`src/hw/rtl/digit_entry_seven_segment_scanner_core_macros.svh`:
```
// Assertion macros shared by the scanner RTL.
`ifndef DIGIT_ENTRY_SEVEN_SEGMENT_SCANNER_CORE_MACROS_SVH
`define DIGIT_ENTRY_SEVEN_SEGMENT_SCANNER_CORE_MACROS_SVH

// Checked on clk, held off while in reset.
`define DESS_ASSERT(lbl, prop, msg) \
	lbl: assert property (@(posedge clk) disable iff (!arst_n) prop) else $error(msg);

// Checked on clk at every edge, reset included.
`define DESS_ASSERT_ALWAYS(lbl, prop, msg) \
	lbl: assert property (@(posedge clk) prop) else $error(msg);

`endif

```
`src/hw/rtl/dess_pkg.sv`:
```
// Package: constants, types and decode functions of the digit entry scanner.
package dess_pkg;

	localparam int NUM_DIGITS = 6;
	localparam int IDX_W      = (NUM_DIGITS > 1) ? $clog2(NUM_DIGITS) : 1;
	localparam int CHAR_W     = 8;
	localparam int DIGIT_W    = 4;
	localparam int SEG_W      = 7;

	localparam logic [CHAR_W-1:0] CHAR_ZERO = 8'h30;
	localparam logic [CHAR_W-1:0] CHAR_NINE = 8'h39;

	localparam logic [SEG_W-1:0] SEG_LUT [16] = '{
		7'h3F, 7'h06, 7'h5B, 7'h4F, 7'h66, 7'h6D, 7'h7D, 7'h07,
		7'h7F, 7'h6F, 7'h00, 7'h00, 7'h00, 7'h00, 7'h00, 7'h00
	};

	typedef logic [IDX_W-1:0] idx_t;

	typedef struct packed {
		logic               shift;
		logic [DIGIT_W-1:0] digit;
	} dess_push_t;

	typedef struct packed {
		logic [NUM_DIGITS-1:0][DIGIT_W-1:0] slots;
		logic [NUM_DIGITS-1:0]              filled;
	} dess_buf_t;

	function automatic logic [SEG_W-1:0] select_for(input idx_t idx);
		logic [SEG_W-1:0] pat;
		pat = '1;
		if (int'(idx) + 1 < SEG_W) begin
			pat = ~(SEG_W'(1) << (int'(idx) + 1));
		end
		return pat;
	endfunction

	function automatic idx_t idx_next(input idx_t idx);
		idx_t nxt;
		nxt = idx + idx_t'(1);
		if (int'(idx) >= NUM_DIGITS - 1) begin
			nxt = '0;
		end
		return nxt;
	endfunction

endpackage

```
`src/hw/rtl/dess_in_if.sv`:
```
// Input channel: received character or scan tick.
interface dess_in_if;
	import dess_pkg::*;

	logic              valid;
	logic              ready;
	logic              mode;
	logic [CHAR_W-1:0] rx_char;

	modport source(output valid, mode, rx_char, input ready);
	modport sink(input valid, mode, rx_char, output ready);
endinterface

```
`src/hw/rtl/dess_out_if.sv`:
```
// Output channel: held display pattern reported on each scan tick.
interface dess_out_if;
	import dess_pkg::*;

	logic             valid;
	logic             ready;
	logic [SEG_W-1:0] segment_pattern;
	logic [SEG_W-1:0] digit_select;
	logic             updated;

	modport source(output valid, segment_pattern, digit_select, updated, input ready);
	modport sink(input valid, segment_pattern, digit_select, updated, output ready);
endinterface

```
`src/hw/rtl/dess_digit_buf.sv`:
```
// Digit slot buffer with filled marks and group entry counter.
`include "digit_entry_seven_segment_scanner_core_macros.svh"

module dess_digit_buf (
	input  logic                clk,
	input  logic                arst_n,
	input  dess_pkg::dess_push_t push,
	output dess_pkg::dess_buf_t  view
);
	import dess_pkg::*;

	logic [NUM_DIGITS-1:0][DIGIT_W-1:0] slots_q;
	logic [NUM_DIGITS-1:0]              filled_q;
	idx_t                               count_q;

	always_ff @(posedge clk or negedge arst_n) begin
		if (!arst_n) begin
			slots_q  <= '0;
			filled_q <= '0;
			count_q  <= '0;
		end else if (push.shift) begin
			if (count_q == '0) begin
				slots_q     <= '0;
				filled_q    <= '0;
				slots_q[0]  <= push.digit;
				filled_q[0] <= 1'b1;
			end else begin
				for (int k = NUM_DIGITS - 1; k > 0; k--) begin
					slots_q[k]  <= slots_q[k-1];
					filled_q[k] <= filled_q[k-1];
				end
				slots_q[0]  <= push.digit;
				filled_q[0] <= 1'b1;
			end
			count_q <= idx_next(count_q);
		end
	end

	assign view.slots  = slots_q;
	assign view.filled = filled_q;

	`DESS_ASSERT_ALWAYS(a_count_range, (int'(count_q) < NUM_DIGITS), "entry count out of range")
	`DESS_ASSERT(a_group_clear, (push.shift && count_q == '0) |=> (filled_q == NUM_DIGITS'(1)), "group start did not blank buffer")
endmodule

```
`src/hw/rtl/dess_scan.sv`:
```
// Scan index, held display registers and result register.
`include "digit_entry_seven_segment_scanner_core_macros.svh"

module dess_scan (
	input  logic               clk,
	input  logic               arst_n,
	input  logic               tick,
	input  dess_pkg::dess_buf_t view,
	output logic               free,
	dess_out_if.source         res
);
	import dess_pkg::*;

	idx_t             scan_q;
	logic [SEG_W-1:0] held_seg_q;
	logic [SEG_W-1:0] held_sel_q;
	logic             res_valid_q;
	logic [SEG_W-1:0] res_seg_q;
	logic [SEG_W-1:0] res_sel_q;
	logic             res_upd_q;

	logic             hit;
	logic [SEG_W-1:0] seg_new;
	logic [SEG_W-1:0] sel_new;

	always_comb begin
		hit     = view.filled[scan_q];
		seg_new = held_seg_q;
		sel_new = held_sel_q;
		if (hit) begin
			seg_new = SEG_LUT[view.slots[scan_q]];
			sel_new = select_for(scan_q);
		end
	end

	assign free = !res_valid_q || res.ready;

	always_ff @(posedge clk or negedge arst_n) begin
		if (!arst_n) begin
			scan_q      <= '0;
			held_seg_q  <= '0;
			held_sel_q  <= '0;
			res_valid_q <= 1'b0;
		end else begin
			if (tick) begin
				scan_q      <= idx_next(scan_q);
				held_seg_q  <= seg_new;
				held_sel_q  <= sel_new;
				res_valid_q <= 1'b1;
			end else if (res.ready) begin
				res_valid_q <= 1'b0;
			end
		end
	end

	always_ff @(posedge clk) begin
		if (tick) begin
			res_seg_q <= seg_new;
			res_sel_q <= sel_new;
			res_upd_q <= hit;
		end
	end

	assign res.valid           = res_valid_q;
	assign res.segment_pattern = res_seg_q;
	assign res.digit_select    = res_sel_q;
	assign res.updated         = res_upd_q;

	`DESS_ASSERT_ALWAYS(a_scan_range, (int'(scan_q) < NUM_DIGITS), "scan index out of range")
	`DESS_ASSERT(a_upd_nonzero, (res_valid_q && res_upd_q) |-> (res_seg_q != '0 && res_sel_q != '0), "updated result carries empty pattern")
endmodule

```
`src/hw/rtl/digit_entry_seven_segment_scanner_core.sv`:
```
// Top level: input stage register feeding the digit buffer and the scan unit.
//
//  channel | dir | payload                                   | transfer
//  cmd     | in  | mode, rx_char                             | valid && ready
//  res     | out | segment_pattern, digit_select, updated    | valid && ready
//
// One item per cycle sustained unless a stalled result holds a scan tick; each item
// passes the input stage register before it reaches the state. A tick's result is valid
// right after the edge the tick leaves the input stage, held in the result register.
// Reset clears the slots, filled marks, counters and held registers.
// A stalled result holds a scan tick in the input stage and every item behind it.
// cmd.ready depends combinationally on res.ready through the input stage.

module digit_entry_seven_segment_scanner_core (
	input  logic       clk,
	input  logic       arst_n,
	dess_in_if.sink    cmd,
	dess_out_if.source res
);
	import dess_pkg::*;

	logic              valid_s1;
	logic              mode_s1;
	logic [CHAR_W-1:0] char_s1;

	logic       free;
	logic       adv;
	logic       is_digit;
	dess_push_t push;
	dess_buf_t  view;

	assign adv       = valid_s1 && (!mode_s1 || free);
	assign cmd.ready = !valid_s1 || adv;

	always_comb begin
		is_digit   = char_s1 inside {[CHAR_ZERO:CHAR_NINE]};
		push.shift = adv && !mode_s1 && is_digit;
		push.digit = DIGIT_W'(char_s1 - CHAR_ZERO);
	end

	always_ff @(posedge clk or negedge arst_n) begin
		if (!arst_n) begin
			valid_s1 <= 1'b0;
		end else if (cmd.ready) begin
			valid_s1 <= cmd.valid;
		end
	end

	always_ff @(posedge clk) begin
		if (cmd.ready && cmd.valid) begin
			mode_s1 <= cmd.mode;
			char_s1 <= cmd.rx_char;
		end
	end

	dess_digit_buf u_buf (
		.clk   (clk),
		.arst_n(arst_n),
		.push  (push),
		.view  (view)
	);

	dess_scan u_scan (
		.clk   (clk),
		.arst_n(arst_n),
		.tick  (adv && mode_s1),
		.view  (view),
		.free  (free),
		.res   (res)
	);
endmodule
```
`src/flat_wrapper.sv`:
```
// flat-port wrapper written by rule: the top's interface ports become plain ports
module digit_entry_seven_segment_scanner_core_flat import dess_pkg::*;
  (clk, arst_n, cmd_valid, cmd_mode, cmd_rx_char, cmd_ready, res_valid, res_segment_pattern, res_digit_select, res_updated, res_ready);
  dess_in_if cmd_i ();
  dess_out_if res_i ();
  input  logic clk;
  input  logic arst_n;
  input wire logic [$bits(cmd_i.valid)-1:0] cmd_valid;
  input wire logic [$bits(cmd_i.mode)-1:0] cmd_mode;
  input wire logic [$bits(cmd_i.rx_char)-1:0] cmd_rx_char;
  output wire logic [$bits(cmd_i.ready)-1:0] cmd_ready;
  output wire logic [$bits(res_i.valid)-1:0] res_valid;
  output wire logic [$bits(res_i.segment_pattern)-1:0] res_segment_pattern;
  output wire logic [$bits(res_i.digit_select)-1:0] res_digit_select;
  output wire logic [$bits(res_i.updated)-1:0] res_updated;
  input wire logic [$bits(res_i.ready)-1:0] res_ready;
  assign cmd_i.valid = cmd_valid;
  assign cmd_i.mode = cmd_mode;
  assign cmd_i.rx_char = cmd_rx_char;
  assign cmd_ready = cmd_i.ready;
  assign res_valid = res_i.valid;
  assign res_segment_pattern = res_i.segment_pattern;
  assign res_digit_select = res_i.digit_select;
  assign res_updated = res_i.updated;
  assign res_i.ready = res_ready;
  digit_entry_seven_segment_scanner_core u_core (.clk(clk), .arst_n(arst_n), .cmd(cmd_i), .res(res_i));
endmodule
```
`config.mk`:
```
export PLATFORM = sky130hd
export DESIGN_NAME = digit_entry_seven_segment_scanner_core_flat
export DESIGN_NICKNAME = d
export VERILOG_FILES = /design/src/hw/rtl/dess_pkg.sv /design/src/hw/rtl/dess_in_if.sv /design/src/hw/rtl/dess_out_if.sv /design/src/hw/rtl/dess_digit_buf.sv /design/src/hw/rtl/dess_scan.sv /design/src/hw/rtl/digit_entry_seven_segment_scanner_core.sv /design/src/flat_wrapper.sv
export VERILOG_INCLUDE_DIRS = /design/src /design/src/hw/rtl
export SDC_FILE = /design/constraint.sdc
export NUM_CORES = 1
export LEC_CHECK = 0
export BUFFER_PORTS_ARGS = -buffer_cell sky130_fd_sc_hd__buf_2
export CAP_MARGIN = 15
export CELL_PAD_IN_SITES_DETAIL_PLACEMENT = 1
export CELL_PAD_IN_SITES_GLOBAL_PLACEMENT = 2
export CORE_MARGIN = 4
export CORE_UTILIZATION = 44
export DETAILED_ROUTE_END_ITERATION = 7
export HOLD_SLACK_MARGIN = 0.1
export MAX_ROUTING_LAYER = met4
export PLACE_DENSITY_LB_ADDON = 0.1
export SYNTH_ARGS = -nofsm -noshare
export SYNTH_HDL_FRONTEND = slang
export SYNTH_HIERARCHICAL = 1
export SYNTH_SLANG_ARGS = --single-unit
export TNS_END_PERCENT = 10
```
`constraint.sdc`:
```
create_clock -name clk -period 4.5 [get_ports clk]
set_input_delay 0.675 -clock clk [delete_from_list [all_inputs] [get_ports clk]]
set_output_delay 0.675 -clock clk [all_outputs]
set_load 0.1 [all_outputs]
```
==> results.yml, run 1 <==
cells_and_area:
  drive_above_1_share: 0.2624
  area_growth_pct: 9.807
  final_cell_mix: "dfrtp_1, inv_1, nand2_1, buf_2, edfxtp_1"
  n_antenna_cell: 0
  final_common_cell: "dfrtp_1"
  fillers: 960
  num-nets-final: 384
global_routing:
  grt_pass1_vias: 2546
  grt.overflow.total: 0
  grtUsageTotal: 0.1604
  antenna_found_initial: 0
  grt_max_degree: 62
  grt_pass1_wl_mm: 12.61
sta:
  tightest_slew_ns: 0.8705
  setup_viol: 0
  maxSlewViolCount: 0
  period_share: 0.7141
  slew_headroom: 0.4196
  setup-tns-final_ns: 0
  clock_skew_ns: 0.007766
  fmax_ghz: 0.3112
  final_hold_viol_count: 0
  min_period_ns: 3.214
  hold_ws_ns: 0.4528
  rsz0062_at_grt: "false"
placement:
  io_buffer_count: 29
  hpwl_mm: 4.861
  gp_congestion: 0.7309
synth:
  ys.flop_type: "dfrtp_1"
  avgSynthCellArea_um2: 11.58
  synth_warnings: 6
  synth_area_leaders: "dfrtp_1, edfxtp_1, o22ai_2"
  synth_edf_count: 24
  synth_seq_cells: 76
  synth_top_area_frac: 0.3344
  syn_area_um2: 3891
  synth.yosys.seq_area_share: 0.5196
  synth.distinct_cells: 52
  synth_cells: 336
  async_reset_ff_frac: 0.6842
  synth_top_area_cell: "dfrtp_1"
  syn_nets: 363
critical_path:
  crit_path_start: "u_core/u_scan/scan_q[1]"
  end_kind: "flip-flop"
  crit_type: "flip-flop to flip-flop"
  cp_data_required_time_ns: 4.60
  worstSetupStartpointType: "flip-flop"
  reg2regPathDepth: 6
  crit_fanout: 19
  regToRegStartpoint: "u_core/u_scan/scan_q[1]"
  cp.arrival_ns: 3.32
job:
  cap_violations: 0
detailed_routing:
  routed_wl_mm: 7.467
  drcViolationCount: 0
  num_vias: 2489
  wl_per_cell_um: 15.89
  first_iter_violations: 81
  avgViaCountPerCell: 5.296
  ant_nets: 0
  firstDrtPassIters: 4
floorplan:
  chipHeight_um: 102.0
  initial_core_util: 0.4484
  placementRows: 34
  io_pins: 30
  die_w_um: 102.0
  fp.coreArea_um2: 8678
  dieArea_um2: 10410
clock_network:
  clk_pin_slew_ns: 0.08
  cts_resized: 0
  cts_buffers: 9
  clock_path_buffers: 2
  htreeDepth: 3
  cts_setup_buffers: 0
  cts_hold_buf: 0
  root_buffer: "clkbuf_8"
  insertion_delay_ns: 0.35
  cts.sinks: 76
  cts_tree: "yes"
power_and_ir_drop:
  ir_worst_vdd_uv: 234.6
  power_density_nw_per_um2: 562.2
  p_leak_uw: 0.001797
outcome:
  status: "finished clean"
hold_path:
  min_path_type: "primary input to async pin"
[cell usage after synthesis (all sizes together), types with 2 or more instances]
| cell | number |
|---|---|
| dfrtp | 52 |
| inv | 33 |
| nand2 | 30 |
| o22ai | 27 |
| edfxtp | 24 |
| nor2 | 19 |
| a21oi | 17 |
| buf | 16 |
| mux2 | 16 |
| a31oi | 14 |
| ha | 14 |
| o21ai | 9 |
| mux2i | 7 |
| nand2b | 7 |
| clkbuf | 6 |
| nand3 | 5 |
| a21o | 4 |
| and2 | 4 |
| a22oi | 3 |
| nor2b | 3 |
| or2 | 3 |
| a22o | 2 |
| and2b | 2 |
| and3 | 2 |
[metrics by stage]
| step | area, um2 | total power (uW) | worst slack, ns | utilization | instances |
|---|---|---|---|---|---|
| 2_1_floorplan | 3891 | 1670 | 1.681 | - | 336 |
| 6_report | 4273 | 2402 | 1.287 | 0.4924 | 470 |
| 5_1_grt | 4273 | 2556 | 1.164 | 0.4924 | 470 |
| 3_5_place_dp | 4026 | 1784 | 1.325 | 0.4640 | 454 |
| 3_3_place_gp | 4026 | 1763 | 1.456 | 0.4640 | 454 |
| 4_1_cts | 4273 | 2439 | 1.280 | 0.4924 | 470 |
[worst max-delay path: stages, from the launching register on]
cell	delay (ns)
dfrtp_1	0.82
mux2_2	0.42
a222oi_1	0.79
ha_1	0.39
a21oi_1	0.18
o31ai_2	0.08
mux2_2	0.28
[power breakdown]
| part | total (uW) | internal [uW] | leakage, uW | switching, uW |
|---|---|---|---|---|
| combinational | 778 | 267 | 0.000771 | 511 |
| sequential | 986 | 863 | 0.000909 | 123 |
| clock | 638 | 372 | 0.000116 | 266 |
| total | 2400 | 1500 | 0.00180 | 900 |
[sequential cells by signal, summed over array words and instances (netlist names)]
name and flops:
u_core/char_s1 8, u_core/mode_s1 1, u_core/u_buf/count_q 3, u_core/u_buf/filled_q 6, u_core/u_buf/view 24, u_core/u_scan/held_seg_q 7
u_core/u_scan/held_sel_q 7, u_core/u_scan/res.digit_select 7, u_core/u_scan/res.segment_pattern 7, u_core/u_scan/res.updated 1, u_core/u_scan/res.valid 1, u_core/u_scan/scan_q 3
u_core/valid_s1 1
[layer usage]
metal	vias to the layer above	wire length, um	GRT usage	share of wire
met5	-	0	-	0
met4	0	141	0.06963	0.019
met3	12	214	0.02730	0.029
met2	35	3383	0.2454	0.45
met1	1220	3727	0.2106	0.50
li1	1222	-	-	-
[cell families after synthesis]
| family | synth area share |
|---|---|
| compound gates | 0.1833 |
| mux | 0.07492 |
| buf+inv | 0.07717 |
| flops | 0.5196 |
| fa+ha+maj | 0.04502 |
| simple gates | 0.1000 |
[area by class of cell]
type                            count  area (um2)  area share
Tap cell                          108       135.1     0.03163
Clock buffer                        9       123.9     0.02899
Timing Repair Buffer               32       167.7     0.03924
Multi-Input combinational cell    205        1578      0.3693
Inverter                           33       123.9     0.02899
Clock inverter                      7       122.6     0.02870
Sequential cell                    76        2022      0.4732
[path summary, 6_finish.rpt]
kind | end | slack [ns]
hold / removal | u_core/u_scan/held_sel_q[1] | 0.45
setup reg to reg | u_core/u_scan/res.segment_pattern[3] | 1.29
hold reg to reg | u_core/u_scan/held_sel_q[1] | 0.48
max in group asynchronous | u_core/u_buf/view[17] | 3.57
setup / recovery | u_core/u_scan/res.segment_pattern[3] | 1.29
min in group clk | u_core/u_scan/held_sel_q[1] | 0.48
No activity file was read; power rests on OpenSTA's default activity.
==> run 2: changes to the inputs <==
Settings changed: ABC_AREA set to 1, CORE_UTILIZATION 44 to 37.
Clock period 4.5 ns to 3 ns, I/O delays scaled along.
==> results.yml, run 2 <==
power_and_ir_drop:
  power_density_nw_per_um2: 959.6
  ir_worst_vdd_uv: 313.1
  p_leak_uw: 0.002145
  totalPowerFinal_uw: 4147
synth:
  syn_nets: 464
  synth_top_area_frac: 0.3364
  syn_area_um2: 3869
  ys_top_cells_by_count: "nand2_1, dfrtp_1, nand3_1, inv_1, nor2_1"
  synth_cells: 437
  synth_area_leaders: "dfrtp_1, edfxtp_1, nand2_1"
  avgSynthCellArea_um2: 8.853
  synth.distinct_cells: 34
  synth.yosys.seq_area_share: 0.5226
  synth_top_area_cell: "dfrtp_1"
  synth_warnings: 6
  synth-compound-area-share: 0.05660
  synth_mux_area_frac: 0
  synth_edf_count: 24
  synth_simple_gate_area_frac: 0.2953
  synthAdderAreaFrac: 0.04528
  synthMostInstantiatedCell: "nand2_1"
  ys.flop_type: "dfrtp_1"
  synth-xor-area-share: 0
  async_reset_ff_frac: 0.6842
  synth_seq_cells: 76
  synth_top_family_by_area: "simple AND/OR/NAND/NOR gates"
critical_path:
  critPathSlowestCell: "dfrtp_1"
  reg2regPathDepth: 10
  worstSetupStartpointType: "flip-flop"
  crit_top_cell: "nand2_1"
  end_kind: "flip-flop"
  rrSetupSlack_ns: 0.49
  crit_chain: "inv_4, or2_2, a32oi_1, inv_1, ha_1, nand3b_1, nand2_1, nand2_1, nand3_1, and2_1"
  slowest_delay_ns: 0.60
  regToRegStartpoint: "u_core/u_scan/scan_q[0]"
  cp.arrival_ns: 2.73
  cp_data_required_time_ns: 3.22
  r2r_end: "u_core/u_scan/res.segment_pattern[0]"
  crit_type: "flip-flop to flip-flop"
  crit_fanout: 17
sta:
  tightest_slew_ns: 0.6927
  min_period_ns: 2.515
  final_hold_viol_count: 0
  period_share: 0.8382
  rsz0062_at_grt: "false"
  setup_viol: 0
  fmax_ghz: 0.3977
  clock_skew_ns: 0.01256
  setup-tns-final_ns: 0
  maxSlewViolCount: 0
  slew_headroom: 0.5382
  hold_ws_ns: 0.2326
detailed_routing:
  first_iter_violations: 81
  avgViaCountPerCell: 4.725
  wl_met1_mm: 3.957
  route.met2.wl_mm: 3.965
  routed.top_layer: "met4"
  wl_met3_um: 246
  wl_per_cell_um: 13.76
  drcViolationCount: 0
  routed_wl_mm: 8.311
  num_vias: 2854
  firstDrtPassIters: 4
  ant_nets: 0
floorplan:
  initial_core_util: 0.3781
  chipHeight_um: 110.3
  die_w_um: 110.3
  fp.coreArea_um2: 10230
  io_pins: 30
  dieArea_um2: 12160
  placementRows: 37
clock_network:
  cts_resized: 0
  cts_tree: "yes"
  cts_buffers: 9
  cts_setup_buffers: 0
  clock_path_buffers: 2
  clk_pin_slew_ns: 0.08
  cts.sinks: 76
  root_buffer: "clkbuf_8"
  cts_hold_buf: 0
  insertion_delay_ns: 0.35
  htreeDepth: 3
global_routing:
  grt_pass1_vias: 3025
  grtUsageTotal: 0.1592
  grt_pass1_wl_mm: 14.59
  grt_max_degree: 53
  grt.overflow.total: 0
  antenna_found_initial: 0
outcome:
  status: "finished clean"
placement:
  io_buffer_count: 29
  hpwl_mm: 5.633
  gp_congestion: 0.8036
cells_and_area:
  fillers: 1217
  final_cell_mix: "nand2_1, dfrtp_1, nand3_1, inv_1, buf_2"
  n_antenna_cell: 0
  drive_above_1_share: 0.1795
  final_common_cell: "nand2_1"
  largest_reg_flops: 24
  num-nets-final: 490
  post-route-util: 0.4224
  area_growth_pct: 11.71
hold_path:
  min_path_type: "primary input to async pin"
job:
  cap_violations: 0
-- run 2: changes by cell type after synthesis, moves of 9 or more --
| cell | previous run | this run |
|---|---|---|
| nand2_1 | 30 | 148 |
| nand3_1 | 5 | 45 |
| o22ai_2 | 23 | 0 |
| a21oi_1 | 17 | 1 |
| a31oi_1 | 14 | 1 |
| mux2_2 | 11 | 0 |
| o21ai_1 | 2 | 11 |
-- run 2: how the worst max path moves through the flow --
stage | startpoint | endpoint | slack, ns | cells past startpoint
floorplan | u_core/u_scan/res.valid | u_core/char_s1[0] | 0.69 | 5
global placement | u_core/u_scan/scan_q[0] | u_core/u_scan/res.segment_pattern[3] | 0.54 | 9
detailed placement | u_core/u_scan/scan_q[0] | u_core/u_scan/res.segment_pattern[0] | 0.51 | 10
CTS | u_core/u_scan/scan_q[0] | u_core/u_scan/res.segment_pattern[0] | 0.48 | 10
global route | u_core/u_scan/scan_q[0] | u_core/u_scan/res.segment_pattern[0] | 0.24 | 10
finish | u_core/u_scan/scan_q[0] | u_core/u_scan/res.segment_pattern[0] | 0.49 | 10
-- run 2: report_power, final --
part	total [uW]	leakage, uW	switching [uW]	internal (uW)
clock	1040	0.000133	402	636
combinational	1680	0.00109	1210	470
sequential	1430	0.000923	120	1310
-- run 2: layout make-up --
| class | count | area (um2) | area share |
|---|---|---|---|
| flip-flops and latches | 76 | 2022 | 0.4679 |
| inverters | 40 | 152.6 | 0.03532 |
| multi-input cells | 303 | 1539 | 0.3561 |
| repair buffers | 33 | 175.2 | 0.04053 |
| well taps | 136 | 170.2 | 0.03937 |
| clock buffers | 9 | 123.9 | 0.02866 |
| clock inverters | 7 | 138.9 | 0.03214 |
-- run 2: kinds of logic after synthesis --
group	count (synthesis)
buffers and inverters	58
adder cells (fa/ha/maj)	14
flip-flops	76
AND/OR/NAND/NOR	255
AO/OA/AOI/OAI	34
-- run 2: critical path: cells and delay by family (launching register included) --
family | cells | cell delay [ns]
and+or+nand+nor | 6 | 0.82
DFF | 1 | 0.60
AOI/OAI and AO/OA | 1 | 0.45
buffers and inverters | 2 | 0.29
adders and majority gates | 1 | 0.22
-- run 2: layer usage --
metal / GRT usage / up-vias
met1: 0.2011 / 1370
met2: 0.2578 / 31
li1: - / 1443
met3: 0.02504 / 10
met4: 0.06157 / 0
met5: - / -
-- run 2: stage by stage --
stage / instances / cell area (um2) / worst slack (ns)
final: 604 / 4322 / 0.4855
after global routing: 604 / 4322 / 0.2421
after CTS: 604 / 4322 / 0.4752
after detailed placement: 588 / 4059 / 0.5139
after global placement: 588 / 4059 / 0.5402
after floorplan: 437 / 3869 / 0.6893
